### src/design/jads_pkg.sv
// ----------------------------------------------------------------------------
// jads_pkg: shared types and constants of the joystick axis deadzone scaler
// Register indexes, result kinds, fixed output widths and scale constants.
// ----------------------------------------------------------------------------
package jads_pkg;

  localparam int unsigned SAMPLE_BITS_DEF = 12;
  localparam int unsigned POS_BITS        = 17;
  localparam int unsigned OUT_TDATA_W     = ((POS_BITS + 7) / 8) * 8;
  localparam int unsigned CFG_IDX_W       = 3;

  localparam int STICK_FULL = 32767;
  localparam int TRIG_FULL  = 65535;

  localparam int CENTER_RST = 1800;
  localparam int LOW_RST    = 400;
  localparam int HIGH_RST   = 3200;

  typedef enum logic [CFG_IDX_W-1:0] {
    CFG_AXIS_MODE       = 3'd0,
    CFG_CENTER_LEVEL    = 3'd1,
    CFG_LOW_LIMIT       = 3'd2,
    CFG_HIGH_LIMIT      = 3'd3,
    CFG_CENTER_DEADZONE = 3'd4,
    CFG_EDGE_DEADZONE   = 3'd5,
    CFG_INVERT          = 3'd6
  } cfg_idx_e;

  // How the final position is formed
  typedef enum logic [1:0] {
    KIND_DIV  = 2'd0,
    KIND_ZERO = 2'd1,
    KIND_FULL = 2'd2
  } kind_e;

  typedef struct packed {
    logic  valid;
    kind_e kind;
    logic  neg;
    logic  trig;
  } ctl_t;

endpackage

### src/design/jads_div_cell.sv
// ----------------------------------------------------------------------------
// jads_div_cell: one restoring division step
// Takes one numerator bit, produces one quotient bit, registers the partial
// remainder and hands everything to the next cell.
// ----------------------------------------------------------------------------
module jads_div_cell #(
  parameter int unsigned SAMPLE_BITS = 12,
  parameter int unsigned NUM_BITS    = 29
) (
  input  logic                   clk_i,
  input  logic                   rst_ni,
  input  logic                   en_i,
  input  jads_pkg::ctl_t         ctl_i,
  input  logic [SAMPLE_BITS-1:0] rem_i,
  input  logic [NUM_BITS-1:0]    nq_i,
  input  logic [SAMPLE_BITS-1:0] div_i,
  output jads_pkg::ctl_t         ctl_o,
  output logic [SAMPLE_BITS-1:0] rem_o,
  output logic [NUM_BITS-1:0]    nq_o,
  output logic [SAMPLE_BITS-1:0] div_o
);
  import jads_pkg::*;

  logic [SAMPLE_BITS:0]   trial;
  logic [SAMPLE_BITS:0]   diff;
  logic                   ge;
  ctl_t                   ctl_q;
  logic [SAMPLE_BITS-1:0] rem_q, rem_d;
  logic [NUM_BITS-1:0]    nq_q, nq_d;
  logic [SAMPLE_BITS-1:0] div_q;

  // remainder stays below the divisor, so it fits SAMPLE_BITS before the shift
  assign trial = {rem_i, nq_i[NUM_BITS-1]};
  assign diff  = trial - {1'b0, div_i};
  assign ge    = (trial >= {1'b0, div_i});
  assign rem_d = ge ? diff[SAMPLE_BITS-1:0] : trial[SAMPLE_BITS-1:0];
  // numerator bits leave at the top, quotient bits enter at the bottom
  assign nq_d  = {nq_i[NUM_BITS-2:0], ge};

  always_ff @(posedge clk_i or negedge rst_ni) begin
    if (!rst_ni) begin
      ctl_q <= '0;
    end else if (en_i) begin
      ctl_q <= ctl_i;
    end
  end

  always_ff @(posedge clk_i) begin
    if (en_i) begin
      rem_q <= rem_d;
      nq_q  <= nq_d;
      div_q <= div_i;
    end
  end

  assign ctl_o = ctl_q;
  assign rem_o = rem_q;
  assign nq_o  = nq_q;
  assign div_o = div_q;

endmodule

### src/design/jads_front.sv
// ----------------------------------------------------------------------------
// jads_front: band and span evaluation, then constant scaling
// Stage A picks the case and forms magnitude and span; stage B multiplies
// the magnitude by the full-scale constant with a shift and subtract.
// ----------------------------------------------------------------------------
module jads_front #(
  parameter int unsigned SAMPLE_BITS = 12,
  parameter int unsigned NUM_BITS    = 29
) (
  input  logic                   clk_i,
  input  logic                   rst_ni,
  input  logic                   en_i,
  input  logic                   valid_i,
  input  logic [SAMPLE_BITS-1:0] sample_i,
  input  logic                   axis_mode_i,
  input  logic [SAMPLE_BITS-1:0] center_level_i,
  input  logic [SAMPLE_BITS-1:0] low_limit_i,
  input  logic [SAMPLE_BITS-1:0] high_limit_i,
  input  logic [SAMPLE_BITS-1:0] center_deadzone_i,
  input  logic [SAMPLE_BITS-1:0] edge_deadzone_i,
  input  logic                   invert_i,
  output jads_pkg::ctl_t         ctl_o,
  output logic [NUM_BITS-1:0]    num_o,
  output logic [SAMPLE_BITS-1:0] div_o
);
  import jads_pkg::*;

  localparam int unsigned EW = SAMPLE_BITS + 3;

  logic signed [EW-1:0] s_x, c_x, cd_x, ed_x, lo_x, hi_x;
  logic signed [EW-1:0] lo_edge, hi_edge, lo_lim, hi_lim;
  logic signed [EW-1:0] sspan_lo, sspan_hi, tspan;
  logic signed [EW-1:0] n_lo, n_hi, n_tr;
  logic signed [EW-1:0] mag_x, div_x;
  ctl_t                 a_ctl_d, a_ctl_q, b_ctl_q;
  logic [SAMPLE_BITS:0]   a_mag_q;
  logic [SAMPLE_BITS-1:0] a_div_q, b_div_q;
  logic [NUM_BITS-1:0]    shifted, b_num_d, b_num_q;

  assign s_x  = $signed({3'b000, sample_i});
  assign c_x  = $signed({3'b000, center_level_i});
  assign cd_x = $signed({3'b000, center_deadzone_i});
  assign ed_x = $signed({3'b000, edge_deadzone_i});
  assign lo_x = $signed({3'b000, low_limit_i});
  assign hi_x = $signed({3'b000, high_limit_i});

  assign lo_edge  = c_x - cd_x;
  assign hi_edge  = c_x + cd_x;
  assign lo_lim   = lo_x + ed_x;
  assign hi_lim   = hi_x - ed_x;
  assign sspan_lo = lo_edge - lo_lim;
  assign sspan_hi = hi_lim - hi_edge;
  assign tspan    = hi_lim - lo_lim;
  assign n_lo     = lo_edge - s_x;
  assign n_hi     = s_x - hi_edge;
  assign n_tr     = hi_lim - s_x;

  always_comb begin
    a_ctl_d       = '0;
    a_ctl_d.valid = valid_i;
    a_ctl_d.trig  = axis_mode_i;
    a_ctl_d.kind  = KIND_ZERO;
    mag_x         = n_tr;
    div_x         = tspan;
    if (axis_mode_i) begin
      if (tspan <= 0) begin
        a_ctl_d.kind = KIND_ZERO;
      end else if (s_x <= lo_lim) begin
        a_ctl_d.kind = KIND_FULL;
      end else if (s_x >= hi_lim) begin
        a_ctl_d.kind = KIND_ZERO;
      end else begin
        a_ctl_d.kind = KIND_DIV;
      end
    end else if ((s_x > lo_edge) && (s_x < hi_edge)) begin
      a_ctl_d.kind = KIND_ZERO;
    end else if (s_x < c_x) begin
      // below center the distance is negative: carry magnitude and sign
      mag_x        = n_lo;
      div_x        = sspan_lo;
      a_ctl_d.neg  = ~invert_i;
      a_ctl_d.kind = (sspan_lo <= 0) ? KIND_ZERO : KIND_DIV;
    end else begin
      mag_x        = n_hi;
      div_x        = sspan_hi;
      a_ctl_d.neg  = invert_i;
      a_ctl_d.kind = (sspan_hi <= 0) ? KIND_ZERO : KIND_DIV;
    end
  end

  // magnitude times 65535 or 32767
  assign shifted = a_ctl_q.trig ? {a_mag_q, 16'h0000} : {1'b0, a_mag_q, 15'h0000};
  assign b_num_d = shifted - {16'h0000, a_mag_q};

  always_ff @(posedge clk_i or negedge rst_ni) begin
    if (!rst_ni) begin
      a_ctl_q <= '0;
      b_ctl_q <= '0;
    end else if (en_i) begin
      a_ctl_q <= a_ctl_d;
      b_ctl_q <= a_ctl_q;
    end
  end

  always_ff @(posedge clk_i) begin
    if (en_i) begin
      a_mag_q <= mag_x[SAMPLE_BITS:0];
      a_div_q <= div_x[SAMPLE_BITS-1:0];
      b_num_q <= b_num_d;
      b_div_q <= a_div_q;
    end
  end

  assign ctl_o = b_ctl_q;
  assign num_o = b_num_q;
  assign div_o = b_div_q;

endmodule

### src/design/joystick_axis_deadzone_scaler.sv
// ----------------------------------------------------------------------------
// joystick_axis_deadzone_scaler: calibrated position from one axis sample
// Deadzone and span evaluation, a chain of division cells and an output
// register with a skid entry.
// ----------------------------------------------------------------------------
// Path from input transfer to output valid: two front stages, one division
//   cell per numerator bit, and the output register.
// Throughput: one sample per cycle; the division chain retires one bit per cell.
// Backpressure freezes the whole chain only once the skid entry is full.
// Reset: asynchronous, active low; clears valid state and loads register defaults.
module joystick_axis_deadzone_scaler
  import jads_pkg::*;
#(
  parameter int unsigned SAMPLE_BITS = SAMPLE_BITS_DEF
) (
  input  logic                                   clk_i,
  input  logic                                   rst_ni,
  // fields: raw_sample[SAMPLE_BITS-1:0], zero padded
  input  logic [((SAMPLE_BITS+7)/8)*8-1:0]       s_axis_tdata,
  input  logic                                   s_axis_tvalid,
  output logic                                   s_axis_tready,
  // fields: position[16:0] signed, zero padded
  output logic [jads_pkg::OUT_TDATA_W-1:0]       m_axis_tdata,
  output logic                                   m_axis_tvalid,
  input  logic                                   m_axis_tready,
  input  logic                                   cfg_valid_i,
  output logic                                   cfg_ready_o,
  input  logic [jads_pkg::CFG_IDX_W-1:0]         cfg_index_i,
  input  logic [SAMPLE_BITS-1:0]                 cfg_data_i
);
  import jads_pkg::*;

  localparam int unsigned NUM_BITS = SAMPLE_BITS + 17;

  logic                   axis_mode_q, invert_q;
  logic [SAMPLE_BITS-1:0] center_level_q, low_limit_q, high_limit_q;
  logic [SAMPLE_BITS-1:0] center_deadzone_q, edge_deadzone_q;

  logic                   en;
  ctl_t                   ctl_c [NUM_BITS+1];
  logic [SAMPLE_BITS-1:0] rem_c [NUM_BITS+1];
  logic [NUM_BITS-1:0]    nq_c  [NUM_BITS+1];
  logic [SAMPLE_BITS-1:0] div_c [NUM_BITS+1];

  ctl_t                   res_ctl;
  logic [NUM_BITS-1:0]    quot;
  logic [14:0]            stick_mag;
  logic [POS_BITS-1:0]    res_pos;
  logic                   out_vld_q, out_vld_d, skid_vld_q, skid_vld_d;
  logic [POS_BITS-1:0]    out_q, out_d, skid_q, skid_d;

  // configuration registers
  assign cfg_ready_o = 1'b1;

  always_ff @(posedge clk_i or negedge rst_ni) begin
    if (!rst_ni) begin
      axis_mode_q       <= 1'b0;
      center_level_q    <= SAMPLE_BITS'(CENTER_RST);
      low_limit_q       <= SAMPLE_BITS'(LOW_RST);
      high_limit_q      <= SAMPLE_BITS'(HIGH_RST);
      center_deadzone_q <= '0;
      edge_deadzone_q   <= '0;
      invert_q          <= 1'b0;
    end else if (cfg_valid_i) begin
      unique case (cfg_idx_e'(cfg_index_i))
        CFG_AXIS_MODE:       axis_mode_q       <= cfg_data_i[0];
        CFG_CENTER_LEVEL:    center_level_q    <= cfg_data_i;
        CFG_LOW_LIMIT:       low_limit_q       <= cfg_data_i;
        CFG_HIGH_LIMIT:      high_limit_q      <= cfg_data_i;
        CFG_CENTER_DEADZONE: center_deadzone_q <= cfg_data_i;
        CFG_EDGE_DEADZONE:   edge_deadzone_q   <= cfg_data_i;
        CFG_INVERT:          invert_q          <= cfg_data_i[0];
        default: ;
      endcase
    end
  end

  // the chain advances as long as the skid entry is free
  assign en            = ~skid_vld_q;
  assign s_axis_tready = en;

  jads_front #(
    .SAMPLE_BITS (SAMPLE_BITS),
    .NUM_BITS    (NUM_BITS)
  ) u_front (
    .clk_i             (clk_i),
    .rst_ni            (rst_ni),
    .en_i              (en),
    .valid_i           (s_axis_tvalid),
    .sample_i          (s_axis_tdata[SAMPLE_BITS-1:0]),
    .axis_mode_i       (axis_mode_q),
    .center_level_i    (center_level_q),
    .low_limit_i       (low_limit_q),
    .high_limit_i      (high_limit_q),
    .center_deadzone_i (center_deadzone_q),
    .edge_deadzone_i   (edge_deadzone_q),
    .invert_i          (invert_q),
    .ctl_o             (ctl_c[0]),
    .num_o             (nq_c[0]),
    .div_o             (div_c[0])
  );

  assign rem_c[0] = '0;

  for (genvar g = 0; g < NUM_BITS; g++) begin : g_cell
    jads_div_cell #(
      .SAMPLE_BITS (SAMPLE_BITS),
      .NUM_BITS    (NUM_BITS)
    ) u_cell (
      .clk_i  (clk_i),
      .rst_ni (rst_ni),
      .en_i   (en),
      .ctl_i  (ctl_c[g]),
      .rem_i  (rem_c[g]),
      .nq_i   (nq_c[g]),
      .div_i  (div_c[g]),
      .ctl_o  (ctl_c[g+1]),
      .rem_o  (rem_c[g+1]),
      .nq_o   (nq_c[g+1]),
      .div_o  (div_c[g+1])
    );
  end

  // final mapping: clamp, sign, select by kind
  assign res_ctl   = ctl_c[NUM_BITS];
  assign quot      = nq_c[NUM_BITS];
  assign stick_mag = (quot > NUM_BITS'(STICK_FULL)) ? 15'h7fff : quot[14:0];

  always_comb begin
    unique case (res_ctl.kind)
      KIND_ZERO: res_pos = '0;
      KIND_FULL: res_pos = POS_BITS'(TRIG_FULL);
      KIND_DIV: begin
        if (res_ctl.trig) begin
          res_pos = {1'b0, quot[15:0]};
        end else if (res_ctl.neg) begin
          res_pos = -{2'b00, stick_mag};
        end else begin
          res_pos = {2'b00, stick_mag};
        end
      end
      default: res_pos = '0;
    endcase
  end

  // output register with one skid entry
  always_comb begin
    out_vld_d  = out_vld_q;
    out_d      = out_q;
    skid_vld_d = skid_vld_q;
    skid_d     = skid_q;
    if (!out_vld_q || m_axis_tready) begin
      if (skid_vld_q) begin
        out_d      = skid_q;
        out_vld_d  = 1'b1;
        skid_vld_d = 1'b0;
      end else if (res_ctl.valid) begin
        out_d     = res_pos;
        out_vld_d = 1'b1;
      end else begin
        out_vld_d = 1'b0;
      end
    end else if (res_ctl.valid && en) begin
      skid_d     = res_pos;
      skid_vld_d = 1'b1;
    end
  end

  always_ff @(posedge clk_i or negedge rst_ni) begin
    if (!rst_ni) begin
      out_vld_q  <= 1'b0;
      skid_vld_q <= 1'b0;
    end else begin
      out_vld_q  <= out_vld_d;
      skid_vld_q <= skid_vld_d;
    end
  end

  always_ff @(posedge clk_i) begin
    out_q  <= out_d;
    skid_q <= skid_d;
  end

  assign m_axis_tvalid = out_vld_q;
  assign m_axis_tdata  = {{(OUT_TDATA_W-POS_BITS){1'b0}}, out_q};

endmodule

### config.mk
export PLATFORM = sky130hd
export DESIGN_NAME = joystick_axis_deadzone_scaler
export DESIGN_NICKNAME = d
export VERILOG_FILES = /design/src/design/jads_pkg.sv /design/src/design/jads_div_cell.sv /design/src/design/jads_front.sv /design/src/design/joystick_axis_deadzone_scaler.sv
export SDC_FILE = /design/constraint.sdc
export NUM_CORES = 2
export LEC_CHECK = 0
export CORE_MARGIN = 3
export CORE_UTILIZATION = 43
export DETAILED_ROUTE_END_ITERATION = 16
export DONT_BUFFER_PORTS = 1
export PLACE_DENSITY_LB_ADDON = 0.12
export SYNTH_ARGS = -nofsm -noshare
export SYNTH_HDL_FRONTEND = slang
export SYNTH_SLANG_ARGS = --single-unit
export TNS_END_PERCENT = 20
### constraint.sdc
create_clock -name clk_i -period 124.2 [get_ports clk_i]
set_input_delay 0 -clock clk_i [delete_from_list [all_inputs] [get_ports clk_i]]
set_output_delay 0 -clock clk_i [all_outputs]
set_load 0.01 [all_outputs]
==> results.md <==
- Startpoint of the lowest-slack hold path: s_axis_tdata[10]
- Seq cells post-synth: 1832
- Primary FF master, synth: edfxtp_1
- Smallest hold slack: -0.009493 ns
- Clock latency at the later pin of the worst-skew pair: 0.81 ns
- Final hold violation count: 1
- Max Root-Sink Buffers: 3
- Aggregate routed wire length: 152.9 mm
- Type of element capturing the critical path: flop
- DR vias: 45880
- Pin count of the biggest net entering global routing: 203
- Initial Utilization: 0.4331
- Proportion of synthesized chip area in sequential cells: 0.6541
- Clock Skew: 0.04467 ns
- Post-synth design cell area: just over 0.08 sq mm
- Unique cell type count in the Yosys netlist: 80
- End of the worst hold path: u_front.a_mag_q[10]$_DFFE_PN_
- Cell count of the worst hold path: 4
- Horizontal die dimension: between 400 and 500 microns
- Core area: about 0.19 sq mm
- Clock Pin Slew Worst Setup and Hold Paths: roughly 0.060 ns
- Commonest cells after routing, fill and taps aside: 1613 x edfxtp_1, 645 x inv_1, 522 x nand2_1
- Share of final-layout standard cells stronger than drive strength 1: 0.08818
- Total number of clock tree sinks: 1832
- Violated checks: negative hold slack
- Worst slew margin: 0.2403
- Number of placement rows: 160
- Result of the run: complete, but fails checks
- Die height: roughly 440 microns
- Unrepaired setup endpoints after global routing: false
- Data arrival time of the critical path: 6.22 ns
- Upper clock frequency limit: 182.6 MHz
- Critical path type: reg -> reg
- Number of routed nets with antenna violations: 0
- Area enclosed by the die boundary: 0.1970 sq mm
- Average detailed-routed wire length per instance: 16.86 microns
- Post-layout minimum cycle time: 5.475 ns
- Number of enable-type register cells in the synthesized netlist: 1613
- Required time of the critical path: 124.94 ns
- Worst r2r dst: u_front.a_ctl_q[2]$_DFFE_PN0N_
- Vias in the first global route: ~46000
- Commonest non-fill, non-tap cell in the layout: edfxtp_1
- Post CTS Setup Buffer Count: 0
- RePlAce Congestion: ~0.83
- Maximum fanout along the worst path: 7
- Post-layout nets: 6946
- TritonCTS clock tree: yes
- Aggregate negative setup slack: 0 ns
- Startpoint kind of the worst setup timing path: flop
- Syn avg cell area: 13.30 sq um
- Internal reg-to-reg setup slack: ~120 ns
- Syn. warnings: 0
- Total placed cells including tap cells: 8644
- Worst r2r src: high_limit_q[0]$_DFFE_PN0P_
- GRT Util Overall: 0.1550
- R2R cell count: 18
- Gate count of the mapped netlist: 6201
- Initial antenna violation count: 3
- Pre-antenna DRT Iters: 8
- Post-synth ARST share: 0.1195
- H-tree lvl count: 4
- Layout Cells excl Fill: 9068
- I/O pin total: 63
- Residual overflow from global routing: 0
- Number of clock buffers inserted by TritonCTS: 193
- IO buf count: 0
- Drt via density: 5.059
- Root Driver: clkbuf_16
- Max-slew violations: 0
- HPWL after DPL: 106.5 mm
- Number of setup violations in the final report: 0
- Cts repair resizes: 0
- Final routed DRC violation total: 0
- Total of max-cap violations: 0
- Layout overhead on the synthesized area: 12.24%
- Hold WC Path Type: in -> reg
- First-pass GRT wire length: 244.7 mm
- Worst-Margin Slew: between 1 and 1.5 ns
- Detailed router's first-iteration violation count: 2846
- Final worst path period share: 0.04408
-- final cells by class --
type	instances	area, sq um
Antenna cell	2	5.005
Fill cell	16450	97840
Sequential cell	1832	53930
Multi-Input combinational cell	3599	25620
Inverter	647	2436
Clock buffer	246	5162
Timing Repair Buffer	123	1141
Tap cell	2511	3142
Clock inverter	108	1096
-- cell usage after synthesis, types with 5 or more instances --
cell       instances  share of area
o31a_1            34         0.0036
maj3_2             5        0.00068
nor3_1           115         0.0070
and3_1            17         0.0013
mux2_2           199          0.027
o21bai_1          53         0.0048
o21ai_0          421          0.026
or4_1              6        0.00055
or3_1             38         0.0029
a31oi_1           11        0.00083
nand3b_1           5        0.00046
o211ai_1          17         0.0015
edfxtp_1        1613           0.59
clkbuf_1         107         0.0049
buf_2              8        0.00049
nor2_1           361          0.016
o21a_1           106         0.0097
a21oi_1          196          0.012
o31ai_1          159          0.014
inv_1            645          0.029
xnor2_1          154          0.016
fa_1              37         0.0090
xor2_1           101          0.011
nor2b_1           97         0.0074
nand2b_1          37         0.0028
mux2i_1           32         0.0039
nand4_1           90         0.0068
dfrtp_1          209          0.063
a21boi_0          70         0.0064
nand3_1           16        0.00097
o2111ai_1          6        0.00064
a2111oi_0          9        0.00096
nand2_1          522          0.024
a211oi_1          35         0.0032
or2_2             12        0.00091
buf_4              9        0.00082
maj3_1             6        0.00073
a21o_1            19         0.0017
dfstp_2           10         0.0032
o21ai_1           15        0.00091
nor4_1            45         0.0034
ha_1             477          0.072
nor3b_1            7        0.00064
-- worst max-delay path, stage by stage, from the launching register on --
cell	delay, ns
dfrtp_1	0.37
inv_1	0.06
ha_1	0.16
inv_1	0.06
fa_1	0.42
a211oi_1	0.27
o21ai_1	0.19
o2111ai_1	0.28
nand2_1	0.14
a21o_1	0.20
a21oi_1	0.70
inv_1	0.27
ha_1	0.38
o22ai_1	0.37
nand4_1	0.19
or4_1	0.61
nor4_1	0.37
nor3_1	0.15
nor3_2	0.19
-- logic make-up (layout without fill, tap and decap cells) --
logic type,after synthesis,after routing,synth area share
other,2,10,0.00009108
flip-flops,1832,1832,0.6541
AO/OA/AOI/OAI,1186,1186,0.09032
adder cells (fa/ha/maj),525,525,0.08278
XOR/XNOR,260,260,0.02815
multiplexers,231,231,0.03106
buffers and inverters,776,1124,0.03595
AND/OR/NAND/NOR,1389,1389,0.07757
-- repair_timing --
action / in CTS / in global routing
hold buffers: 68 / 0
hold endpoints to repair: 324 / 0
setup endpoints to repair: 0 / 0
-- worst max path at each step --
stage	start	to	slack, ns
CTS	center_level_q[1]$_DFFE_PN0P_	u_front.a_mag_q[7]$_DFFE_PN_	118.81
finish	high_limit_q[0]$_DFFE_PN0P_	u_front.a_ctl_q[2]$_DFFE_PN0N_	118.73
detailed placement	center_level_q[1]$_DFFE_PN0P_	u_front.a_mag_q[7]$_DFFE_PN_	118.84
floorplan	skid_vld_q$_DFFE_PN0P_	g_cell[0].u_cell.div_o[0]$_DFFE_PN_	83.20
global placement	high_limit_q[0]$_DFFE_PN0P_	u_front.a_ctl_q[2]$_DFFE_PN0N_	118.80
global route	center_deadzone_q[1]$_DFFE_PN0P_	u_front.a_mag_q[3]$_DFFE_PN_	118.44
-- layer usage --
| metal | share of wire | global-route usage |
|---|---|---|
| met5 | 0 | 0 |
| met1 | 0.43 | 0.1935 |
| met3 | 0.036 | 0.02738 |
| met2 | 0.50 | 0.2710 |
| met4 | 0.031 | 0.05417 |
-- through the flow --
stage / instance area, sq um / hold slack (ns) / utilization / setup slack (ns)
after floorplan: 82470 / -0.2956 / - / 83.20
after global routing: 92540 / 0.01358 / 0.4861 / 118.44
final: 92540 / -0.009493 / 0.4861 / 118.73
after detailed placement: 85560 / -0.2913 / 0.4494 / 118.84
after global placement: 85560 / -0.2906 / 0.4494 / 118.80
after CTS: 92540 / 0.005861 / 0.4860 / 118.81
-- sequential cells by signal, summed over array words and instances, names as in the netlist, 13 cells and up --
signal,flops
u_front.num_o,29
out_q,17
g_cell.u_cell.ctl_o,145
skid_q,17
u_front.a_mag_q,13
g_cell.u_cell.rem_o,336
g_cell.u_cell.div_o,336
g_cell.u_cell.nq_o,841
Power is left out: the tool's default activity adds up to more than one toggle a clock period on the data nets, which glitch-free logic cannot reach.
